`config.mk`:
```
export PLATFORM = sky130hd
export DESIGN_NAME = selective_repeat_sack_receiver_top_flat
export DESIGN_NICKNAME = d
export VERILOG_FILES = /design/src/hdl/srsr_pkg.sv /design/src/hdl/srsr_seg_if.sv /design/src/hdl/srsr_res_if.sv /design/src/hdl/srsr_ram.sv /design/src/hdl/srsr_engine.sv /design/src/hdl/selective_repeat_sack_receiver_top.sv /design/src/flat_wrapper.sv
export SDC_FILE = /design/constraint.sdc
export NUM_CORES = 1
export LEC_CHECK = 0
export ABC_CLOCK_PERIOD_IN_PS = 6110
export BUFFER_PORTS_ARGS = -buffer_cell sky130_fd_sc_hd__buf_2
export CAP_MARGIN = 30
export CORE_MARGIN = 10
export CORE_UTILIZATION = 30
export DETAILED_ROUTE_END_ITERATION = 12
export PLACE_DENSITY = 0.43
export SYNTH_ARGS = -nofsm -noshare
export SYNTH_HDL_FRONTEND = slang
export SYNTH_SLANG_ARGS = --single-unit
```
`constraint.sdc`:
```
create_clock -name i_clk -period 6.11 [get_ports i_clk]
set_input_delay 0 -clock i_clk [delete_from_list [all_inputs] [get_ports i_clk]]
set_output_delay 0 -clock i_clk [all_outputs]
set_load 0.05 [all_outputs]
```
`src/hdl/srsr_pkg.sv`:
```
// Shared types and codes for the selective-repeat receive window engine.
package srsr_pkg;

    localparam int SEQ_W = 31;

    localparam logic [2:0] STAT_IN_ORDER  = 3'd0;
    localparam logic [2:0] STAT_OUT_ORDER = 3'd1;
    localparam logic [2:0] STAT_DUP       = 3'd2;
    localparam logic [2:0] STAT_CORRUPT   = 3'd3;
    localparam logic [2:0] STAT_OVERFLOW  = 3'd4;
    localparam logic [2:0] STAT_FIN       = 3'd5;

    typedef struct packed {
        logic [SEQ_W-1:0] ack_number;
        logic [SEQ_W-1:0] sack_number;
        logic             finack;
        logic [2:0]       status;
        logic             store_enable;
        logic [5:0]       store_slot;
        logic             release_res;
        logic [6:0]       release_count;
    } t_result;

endpackage

```
`src/hdl/srsr_seg_if.sv`:
```
// Segment event channel: valid/ready with operation, sequence number and CRC flag.
interface srsr_seg_if;
    logic        valid;
    logic        ready;
    logic        operation;
    logic [30:0] seq_number;
    logic        crc_ok;

    modport source(output valid, output operation, output seq_number, output crc_ok,
                   input ready);
    modport sink(input valid, input operation, input seq_number, input crc_ok,
                 output ready);
endinterface

```
`src/hdl/srsr_res_if.sv`:
```
// Acknowledgement result channel: valid/ready with ACK, SACK and release fields.
interface srsr_res_if;
    logic        valid;
    logic        ready;
    logic [30:0] ack_number;
    logic [30:0] sack_number;
    logic        finack;
    logic [2:0]  status;
    logic        store_enable;
    logic [5:0]  store_slot;
    logic        release_res;
    logic [6:0]  release_count;

    modport source(output valid, output ack_number, output sack_number, output finack,
                   output status, output store_enable, output store_slot,
                   output release_res, output release_count, input ready);
    modport sink(input valid, input ack_number, input sack_number, input finack,
                 input status, input store_enable, input store_slot,
                 input release_res, input release_count, output ready);
endinterface

```
`src/hdl/srsr_ram.sv`:
```
// Generic single-write, single-read RAM with registered read data.
module srsr_ram #(
    parameter int WIDTH = 1,
    parameter int DEPTH = 64
) (
    input  logic                                     i_clk,
    input  logic                                     i_we,
    input  logic [((DEPTH > 1) ? $clog2(DEPTH) : 1)-1:0] i_waddr,
    input  logic [WIDTH-1:0]                         i_wdata,
    input  logic [((DEPTH > 1) ? $clog2(DEPTH) : 1)-1:0] i_raddr,
    output logic [WIDTH-1:0]                         o_rdata
);
    logic [WIDTH-1:0] r_mem [DEPTH];
    logic [WIDTH-1:0] r_rdata;

    always_ff @(posedge i_clk) begin
        if (i_we) begin
            r_mem[i_waddr] <= i_wdata;
        end
        r_rdata <= r_mem[i_raddr];
    end

    assign o_rdata = r_rdata;
endmodule

```
`src/hdl/srsr_engine.sv`:
```
// Window sequencer: classifies a segment, updates the slot map and walks it slot by slot.
module srsr_engine #(
    parameter int WINDOW_SLOTS = 64
) (
    input  logic              i_clk,
    input  logic              i_rst_n,
    srsr_seg_if.sink          i_seg,
    output logic              o_res_valid,
    input  logic              i_res_ready,
    output srsr_pkg::t_result o_res
);
    import srsr_pkg::*;

    localparam int AW = (WINDOW_SLOTS > 1) ? $clog2(WINDOW_SLOTS) : 1;
    localparam int CW = $clog2(WINDOW_SLOTS + 1);
    localparam logic [AW-1:0]    LAST   = AW'(WINDOW_SLOTS - 1);
    localparam logic [CW-1:0]    W_CNT  = CW'(WINDOW_SLOTS);
    localparam logic [SEQ_W-1:0] W_SEQ  = SEQ_W'(WINDOW_SLOTS);
    localparam logic [SEQ_W:0]   W_END  = (SEQ_W + 1)'(WINDOW_SLOTS - 1);

    typedef enum logic [5:0] {
        S_CLEAR = 6'b000001,
        S_IDLE  = 6'b000010,
        S_LOOK  = 6'b000100,
        S_CHECK = 6'b001000,
        S_WALK  = 6'b010000,
        S_DONE  = 6'b100000
    } t_state;

    t_state             r_state, n_state;
    logic               r_op, r_crc;
    logic [SEQ_W-1:0]   r_seq;
    logic [SEQ_W-1:0]   r_ws, n_ws;
    logic [SEQ_W:0]     r_win_end, n_win_end;
    logic [SEQ_W-1:0]   r_cum, n_cum;
    logic [SEQ_W-1:0]   r_ack_next, n_ack_next;
    logic [CW-1:0]      r_cnt, n_cnt;
    logic [CW-1:0]      r_pos, n_pos;
    logic [AW-1:0]      r_idx, n_idx;
    logic [AW-1:0]      r_k, n_k;
    logic [CW-1:0]      r_relcnt, n_relcnt;
    logic [2:0]         r_status, n_status;
    logic               r_inorder, n_inorder;
    logic               r_store_en, n_store_en;
    logic               r_slide, n_slide;

    logic               ram_we;
    logic [AW-1:0]      ram_waddr;
    logic               ram_wdata;
    logic [AW-1:0]      ram_raddr;
    logic               ram_rdata;

    logic [SEQ_W-1:0]   seq_off;
    logic               above, below;
    logic [SEQ_W-1:0]   cum_new, ack_new;
    logic [CW-1:0]      idx_nxt, pos_nxt, walk_end, end_m1, cnt_inc;
    logic [31:0]        slot32, rel32;

    srsr_ram #(.WIDTH(1), .DEPTH(WINDOW_SLOTS)) u_slot_map (
        .i_clk   (i_clk),
        .i_we    (ram_we),
        .i_waddr (ram_waddr),
        .i_wdata (ram_wdata),
        .i_raddr (ram_raddr),
        .o_rdata (ram_rdata)
    );

    assign i_seg.ready = (r_state == S_IDLE);

    assign seq_off  = r_seq - r_ws;
    assign above    = {1'b0, r_seq} > r_win_end;
    assign below    = r_seq < r_ws;
    assign cum_new  = r_ws + SEQ_W'(r_k);
    assign ack_new  = r_ws + SEQ_W'(r_k) + SEQ_W'(1);
    assign idx_nxt  = CW'(r_idx) + CW'(1);
    assign pos_nxt  = r_pos + CW'(1);
    assign walk_end = ram_rdata ? pos_nxt : r_pos;
    assign end_m1   = walk_end - CW'(1);
    assign cnt_inc  = r_cnt + CW'(!ram_rdata);
    assign slot32   = 32'(r_idx);
    assign rel32    = 32'(r_relcnt);

    always_comb begin
        o_res.ack_number    = '0;
        o_res.sack_number   = '0;
        o_res.finack        = (r_status == STAT_FIN);
        o_res.status        = r_status;
        o_res.store_enable  = r_store_en;
        o_res.store_slot    = r_store_en ? slot32[5:0] : 6'd0;
        o_res.release_res   = r_slide;
        o_res.release_count = r_slide ? rel32[6:0] : 7'd0;
        if (r_status != STAT_FIN) begin
            o_res.ack_number  = r_inorder ? cum_new : r_cum;
            o_res.sack_number = (r_status == STAT_CORRUPT || r_status == STAT_OVERFLOW)
                                ? r_cum : r_seq;
        end
    end

    assign o_res_valid = (r_state == S_DONE);

    always_comb begin
        n_state    = r_state;
        n_ws       = r_ws;
        n_win_end  = r_win_end;
        n_cum      = r_cum;
        n_ack_next = r_ack_next;
        n_cnt      = r_cnt;
        n_pos      = r_pos;
        n_idx      = r_idx;
        n_k        = r_k;
        n_relcnt   = r_relcnt;
        n_status   = r_status;
        n_inorder  = r_inorder;
        n_store_en = r_store_en;
        n_slide    = r_slide;
        ram_we     = 1'b0;
        ram_waddr  = r_idx;
        ram_wdata  = 1'b1;
        ram_raddr  = '0;
        unique case (r_state)
            S_CLEAR: begin
                ram_we     = 1'b1;
                ram_waddr  = r_pos[AW-1:0];
                ram_wdata  = 1'b0;
                n_cum      = r_ws - SEQ_W'(1);
                n_ack_next = r_ws;
                n_win_end  = {1'b0, r_ws} + W_END;
                if (r_pos[AW-1:0] == LAST) begin
                    n_state = S_IDLE;
                end else begin
                    n_pos = pos_nxt;
                end
            end
            S_IDLE: begin
                if (i_seg.valid) begin
                    n_state = S_LOOK;
                end
            end
            S_LOOK: begin
                n_idx      = seq_off[AW-1:0];
                n_inorder  = 1'b0;
                n_store_en = 1'b0;
                n_slide    = 1'b0;
                n_state    = S_DONE;
                if (r_op) begin
                    n_status = STAT_FIN;
                    n_pos    = '0;
                    n_state  = S_WALK;
                end else if (!r_crc) begin
                    n_status = STAT_CORRUPT;
                end else if (above) begin
                    n_status = STAT_OVERFLOW;
                end else if (below) begin
                    n_status = STAT_DUP;
                end else begin
                    ram_raddr = seq_off[AW-1:0];
                    n_inorder = (r_seq == r_ack_next);
                    n_state   = S_CHECK;
                end
            end
            S_CHECK: begin
                if (r_inorder) begin
                    ram_we     = 1'b1;
                    n_cnt      = cnt_inc;
                    n_status   = STAT_IN_ORDER;
                    n_store_en = 1'b1;
                    n_slide    = (cnt_inc >= W_CNT);
                    n_relcnt   = W_CNT;
                    if (r_idx == LAST) begin
                        n_k     = r_idx;
                        n_state = S_DONE;
                    end else begin
                        ram_raddr = idx_nxt[AW-1:0];
                        n_pos     = idx_nxt;
                        n_state   = S_WALK;
                    end
                end else if (ram_rdata) begin
                    n_status = STAT_DUP;
                    n_state  = S_DONE;
                end else begin
                    ram_we     = 1'b1;
                    n_cnt      = cnt_inc;
                    n_status   = STAT_OUT_ORDER;
                    n_store_en = 1'b1;
                    n_state    = S_DONE;
                end
            end
            S_WALK: begin
                if (ram_rdata && (pos_nxt < W_CNT)) begin
                    ram_raddr = pos_nxt[AW-1:0];
                    n_pos     = pos_nxt;
                end else begin
                    n_state = S_DONE;
                    if (r_op) begin
                        n_relcnt = walk_end;
                        n_slide  = 1'b1;
                    end else begin
                        n_k = end_m1[AW-1:0];
                    end
                end
            end
            S_DONE: begin
                if (i_res_ready) begin
                    if (r_slide) begin
                        n_ws    = r_ws + W_SEQ;
                        n_cnt   = '0;
                        n_pos   = '0;
                        n_state = S_CLEAR;
                    end else begin
                        if (r_inorder) begin
                            n_cum      = cum_new;
                            n_ack_next = ack_new;
                        end
                        n_state = S_IDLE;
                    end
                end
            end
            default: n_state = S_CLEAR;
        endcase
    end

    always_ff @(posedge i_clk) begin
        if (!i_rst_n) begin
            r_state    <= S_CLEAR;
            r_ws       <= SEQ_W'(1);
            r_win_end  <= '0;
            r_cum      <= '0;
            r_ack_next <= '0;
            r_cnt      <= '0;
            r_pos      <= '0;
            r_inorder  <= 1'b0;
            r_store_en <= 1'b0;
            r_slide    <= 1'b0;
            r_status   <= STAT_IN_ORDER;
        end else begin
            r_state    <= n_state;
            r_ws       <= n_ws;
            r_win_end  <= n_win_end;
            r_cum      <= n_cum;
            r_ack_next <= n_ack_next;
            r_cnt      <= n_cnt;
            r_pos      <= n_pos;
            r_inorder  <= n_inorder;
            r_store_en <= n_store_en;
            r_slide    <= n_slide;
            r_status   <= n_status;
        end
    end

    always_ff @(posedge i_clk) begin
        r_idx    <= n_idx;
        r_k      <= n_k;
        r_relcnt <= n_relcnt;
        if (i_seg.valid && i_seg.ready) begin
            r_op  <= i_seg.operation;
            r_seq <= i_seg.seq_number;
            r_crc <= i_seg.crc_ok;
        end
    end
endmodule

```
`src/hdl/selective_repeat_sack_receiver_top.sv`:
```
// Path from segment transfer to result: corrupt, out-of-window and below-window duplicate segments
// go from classification straight to the result; in-window segments read the slot map first; an
// in-order segment then walks the stored slots after it, and FIN walks the run that it releases.
// Segments are taken one at a time: the engine accepts the next after its result enters the output register.
// A window slide (window full or FIN) and reset (synchronous, active low) each run a
// clearing pass over every slot of the slot map; no segment is taken until it ends.
module selective_repeat_sack_receiver_top #(
    parameter int WINDOW_SLOTS = 64
) (
    input  logic      i_clk,
    input  logic      i_rst_n,
    srsr_seg_if.sink  i_seg,
    srsr_res_if.source o_res
);
    import srsr_pkg::*;

    t_result eng_res;
    logic    eng_valid;
    logic    eng_ready;
    t_result r_out;
    logic    r_out_valid;

    srsr_engine #(.WINDOW_SLOTS(WINDOW_SLOTS)) u_engine (
        .i_clk       (i_clk),
        .i_rst_n     (i_rst_n),
        .i_seg       (i_seg),
        .o_res_valid (eng_valid),
        .i_res_ready (eng_ready),
        .o_res       (eng_res)
    );

    assign eng_ready = !r_out_valid || o_res.ready;

    always_ff @(posedge i_clk) begin
        if (!i_rst_n) begin
            r_out_valid <= 1'b0;
        end else if (eng_ready) begin
            r_out_valid <= eng_valid;
        end
    end

    always_ff @(posedge i_clk) begin
        if (eng_ready && eng_valid) begin
            r_out <= eng_res;
        end
    end

    assign o_res.valid         = r_out_valid;
    assign o_res.ack_number    = r_out.ack_number;
    assign o_res.sack_number   = r_out.sack_number;
    assign o_res.finack        = r_out.finack;
    assign o_res.status        = r_out.status;
    assign o_res.store_enable  = r_out.store_enable;
    assign o_res.store_slot    = r_out.store_slot;
    assign o_res.release_res   = r_out.release_res;
    assign o_res.release_count = r_out.release_count;
endmodule

```
`src/flat_wrapper.sv`:
```
// flat-port wrapper written by rule: the top's interface ports become plain ports
module selective_repeat_sack_receiver_top_flat import srsr_pkg::*;
#(
    parameter int WINDOW_SLOTS = 64
)
  (i_clk, i_rst_n, i_seg_valid, i_seg_operation, i_seg_seq_number, i_seg_crc_ok, i_seg_ready, o_res_valid, o_res_ack_number, o_res_sack_number, o_res_finack, o_res_status, o_res_store_enable, o_res_store_slot, o_res_release_res, o_res_release_count, o_res_ready);
  srsr_seg_if i_seg_i ();
  srsr_res_if o_res_i ();
  input  logic i_clk;
  input  logic i_rst_n;
  input wire logic [$bits(i_seg_i.valid)-1:0] i_seg_valid;
  input wire logic [$bits(i_seg_i.operation)-1:0] i_seg_operation;
  input wire logic [$bits(i_seg_i.seq_number)-1:0] i_seg_seq_number;
  input wire logic [$bits(i_seg_i.crc_ok)-1:0] i_seg_crc_ok;
  output wire logic [$bits(i_seg_i.ready)-1:0] i_seg_ready;
  output wire logic [$bits(o_res_i.valid)-1:0] o_res_valid;
  output wire logic [$bits(o_res_i.ack_number)-1:0] o_res_ack_number;
  output wire logic [$bits(o_res_i.sack_number)-1:0] o_res_sack_number;
  output wire logic [$bits(o_res_i.finack)-1:0] o_res_finack;
  output wire logic [$bits(o_res_i.status)-1:0] o_res_status;
  output wire logic [$bits(o_res_i.store_enable)-1:0] o_res_store_enable;
  output wire logic [$bits(o_res_i.store_slot)-1:0] o_res_store_slot;
  output wire logic [$bits(o_res_i.release_res)-1:0] o_res_release_res;
  output wire logic [$bits(o_res_i.release_count)-1:0] o_res_release_count;
  input wire logic [$bits(o_res_i.ready)-1:0] o_res_ready;
  assign i_seg_i.valid = i_seg_valid;
  assign i_seg_i.operation = i_seg_operation;
  assign i_seg_i.seq_number = i_seg_seq_number;
  assign i_seg_i.crc_ok = i_seg_crc_ok;
  assign i_seg_ready = i_seg_i.ready;
  assign o_res_valid = o_res_i.valid;
  assign o_res_ack_number = o_res_i.ack_number;
  assign o_res_sack_number = o_res_i.sack_number;
  assign o_res_finack = o_res_i.finack;
  assign o_res_status = o_res_i.status;
  assign o_res_store_enable = o_res_i.store_enable;
  assign o_res_store_slot = o_res_i.store_slot;
  assign o_res_release_res = o_res_i.release_res;
  assign o_res_release_count = o_res_i.release_count;
  assign o_res_i.ready = o_res_ready;
  selective_repeat_sack_receiver_top #(.WINDOW_SLOTS(WINDOW_SLOTS)) u_core (.i_clk(i_clk), .i_rst_n(i_rst_n), .i_seg(i_seg_i), .o_res(o_res_i));
endmodule
```
==> summary.md <==
| Metric | Value |
|---|---|
| Cell-internal power | 4480 µW |
| Crit Path Class | reg2reg |
| Area grow syn2layout | 17.9% |
| Final Hold Viols | 0 |
| Post-Route Skew | 0.0387 ns |
| Initial core utilization | 30.4% |
| R2r setup slk | 1.45 ns |
| Worst setup path end | u_core.u_engine.u_slot_map.o_rdata |
| Initial antenna violation count | 5 |
| Site Rows | 88 |
| Yosys top cell area share | 33.6% |
| Crit path time final | 4.66 ns |
| Nets | 2058 |
| Post-Syn Area | 17600 µm² |
| Net Count, Synth | 1941 |
| PwrDens | 310 nW/µm² |
| First-pass GRT wire length | 89.1 mm |
| Seq/Total Area, Yosys | 49.7% |
| GRT Residual Overflow | 0 |
| Residual DRC | 0 |
| Num CTS Buffers | 42 |
| Switching Fraction | 30.3% |
| Worst EP required | 6.57 ns |
| Post-synth EDFFs | 197 |
| Clock buffer depth | 3 |
| Async SR Flop Fraction | 0% |
| Boundary Pins | 120 |
| Via count | 14183 |
| Syn. warnings | 0 |
| CP peak stage delay | 0.63 ns |
| Synth Instances | 1845 |
| Post-CTS setup buffer count | 0 |
| Crit. path cell count | 13 |
| Die Height | 262 µm |
| Setup crit start kind | register |
| Buf/Inv on CP | 2 |
| Synth top cells by count | nor2_1, nand2_1, edfxtp_1, dfxtp_1, a21oi_1 |
| CP max stage cell | a31oi_4 |
| Hold WC Path Type | in2reg |
| RR Endpoint | u_core.u_engine.u_slot_map.o_rdata |
| Peak VDD IR | 0.202 mV |
| Yosys cell types | 82 |
| Core Area | 57900 µm² |
| Most numerous cell on the critical path | a22oi_1 |
| Tot Pwr | 6420 µW |
| Die area | 68700 µm² |
| Switching pwr | 1940 µW |
| Final number of setup-violating endpoints | 0 |
| Max Slew Vio Count | 0 |
| Port Buffers | 119 |
| CP delay by family, top | compound AO/OA/AOI/OAI gates |
| Crit path launch | u_core.u_engine.r_ws[26] |
| H-tree depth | 2 |
| Critical Path AT | 5.12 ns |
| Yosys top cell by area | edfxtp_1 |
| Power share of the combinational group | 18.4% |
| Design Area, Final | 20700 µm² |
| Crit end category | register |
| Root Buffer Master | clkbuf_16 |
| Clk_lat worst skew | 0.58 ns |
| Detailed placer's ending HPWL | 42.3 mm |
| Final ANT Viol Nets | 0 |
| Count leader, synth | nor2_1 |
| Diodes inserted | 0 |
| Status | finished, final reports clean |
| Share of power burned in registers | 42.2% |
| Area after DPL | 19000 µm² |
| Wire length per cell | 21.4 µm |
| Vias in the first global route | 14285 |
| Final setup TNS | 0 ns |
| Maximum clock rate | 215 MHz |
| Mean area per synthesized cell | 9.53 µm² |
| R2r worst-path depth | 13 |
| Critical Path Fanout Max | 19 |
| # clock sinks | 338 |
| LEAKAGE | 0.00721 µW |
| Clock power share | 39.4% |
| Final wirelength | 59.0 mm |
| Final period utilization | 76.2% |
| GRT Resource Usage Total | 17.0% |
| Drt pass-1 iters | 7 |
| CTS clock-pin slew for the worst setup and hold paths | 0.06 ns |
| Top_reg_cell synth | edfxtp_1 |
| #FFs+latches synth | 338 |
| RSZ-0062 raised after global routing | false |
| R2R Path Start | u_core.u_engine.r_ws[26] |
| Max_cap viols | 0 |
| Worst-margin pin slew | 0.943 ns |
| GP Congestion | 0.870 |
| DRT iter0 DRCs | 1036 |
| Top cells by area, synth | edfxtp_1, dfxtp_1, xnor2_1, nor2_1, nand2_1 |
| Via density | 5.14 |
| Die W | 262 µm |
| Rel. slew slack | 37.2% |
| Share of layout cells above drive strength 1 | 12.5% |
| Largest net degree at the start of global routing | 75 |
| CTS tree | built |
| Critical-path cell list | inv_1 -> ha_1 -> a21oi_1 -> o21ai_1 -> a221o_1 -> a22oi_1 -> a22oi_2 -> a31oi_4 -> buf_4 -> a22oi_1 -> a22o_1 -> or4_1 -> o211a_1 |
sequential cells by signal, summed over array words and instances (netlist names), 3 cells and up:
name and count:
u_core.u_engine.r_ws 25, u_core.u_engine.r_cnt 7, u_core.u_engine.r_k 6, u_core.u_engine.r_pos 7, u_core.u_engine.r_state 6, u_core.u_engine.r_ack_next 31, u_core.u_engine.r_relcnt 7, u_core.o_res.status 3
u_core.o_res.store_slot 6, u_core.u_engine.u_slot_map.r_mem 64, u_core.u_engine.r_seq 31, u_core.u_engine.r_idx 6, u_core.o_res.release_count 7, u_core.o_res.sack_number 31, u_core.u_engine.r_cum 31, u_core.o_res.ack_number 31
u_core.u_engine.r_win_end 26, u_core.u_engine.r_status 3
power groups by stage:
stage	registers (µW)	clock network (µW)	logic [µW]
floorplan	2710	0	787
global route	2730	2690	1320
CTS	2710	2610	1200
global placement	2760	0	1150
detailed placement	2760	0	1170
finish	2710	2530	1180
cell families after synthesis:
kind of cell,count (synthesis),synth area share (%)
and+or+nand+nor,722,19.3
AOI/OAI and AO/OA,368,13.7
DFF,338,49.7
buffers and inverters,184,4.19
xor gates and xnor gates,144,7.17
adders and majority gates,59,4.20
muxes,30,1.72
routing by layer:
metal | GRT usage [%] | wire length (µm) | up-vias
met5 | 0 | 13 | -
met4 | 4.82 | 1460 | 2
met1 | 22.7 | 26700 | 6881
met2 | 27.5 | 27300 | 390
li1 | - | - | 6823
met3 | 3.21 | 3530 | 87
worst reg2reg max path: stages, from the launching register on:
cell,delay (ns)
dfxtp_1,0.52
inv_1,0.16
ha_1,0.34
a21oi_1,0.16
o21ai_1,0.10
a221o_1,0.40
a22oi_1,0.41
a22oi_2,0.30
a31oi_4,0.63
buf_4,0.37
a22oi_1,0.14
a22o_1,0.22
or4_1,0.54
o211a_1,0.24
layout by cell type, fill, tap and decap left out, types with 9 or more instances in the layout:
cell type      instances
nor2_1               276
o21ai_0               62
dfxtp_1              140
or3_1                 21
nor3_1                25
clkbuf_16             42
nand3b_1              10
nand2_1              201
nand3_1               42
xor2_1                21
dlygate4sd3_1         37
mux2i_1               28
clkinv_1               9
nor2b_1               26
buf_4                 24
a22oi_1               10
ha_1                  59
a211oi_1              49
nand2b_1              10
and3_1                12
inv_1                 68
nand4_1               27
and2_1                18
xnor2_1              123
a21oi_1              128
buf_2                119
nor4_1                11
a222oi_1              25
edfxtp_1             197
through the flow:
step	worst slack, ns	utilization (%)	std cells	hold WS, ns
after floorplan	0.548	-	1845	0.0989
after global placement	1.52	32.7	2642	0.180
after detailed placement	1.50	32.8	2645	0.179
after CTS	1.48	35.8	2758	0.113
after global routing	1.18	35.8	2759	0.142
final	1.45	35.8	2759	0.146
final cells by class:
cell class,count,area (µm²)
clock inverters,23,256
inverters,73,277
flip-flops and latches,338,8740
multi-input cells,1323,8170
well taps,765,957
fillers,5954,37200
clock buffers,53,1120
repair buffers,184,1200
what timing repair did:
item,CTS,global route
hold buffers,37,0
endpoints found under the hold margin,50,0
resized for setup,0,0
worst min path at each step:
| stage | start | to | slack [ns] | cells past startpoint |
|---|---|---|---|---|
| after floorplan | i_seg_crc_ok | u_core.u_engine.r_crc | 0.1 | 0 |
| after global placement | i_seg_seq_number[24] | u_core.u_engine.r_seq[24] | 0.18 | 1 |
| after detailed placement | i_seg_crc_ok | u_core.u_engine.r_crc | 0.18 | 1 |
| after CTS | i_seg_seq_number[7] | u_core.u_engine.r_seq[7] | 0.11 | 2 |
| after global routing | i_seg_seq_number[7] | u_core.u_engine.r_seq[7] | 0.14 | 2 |
| final | i_seg_seq_number[7] | u_core.u_engine.r_seq[7] | 0.15 | 2 |
No activity file was read; power rests on OpenSTA's default activity.
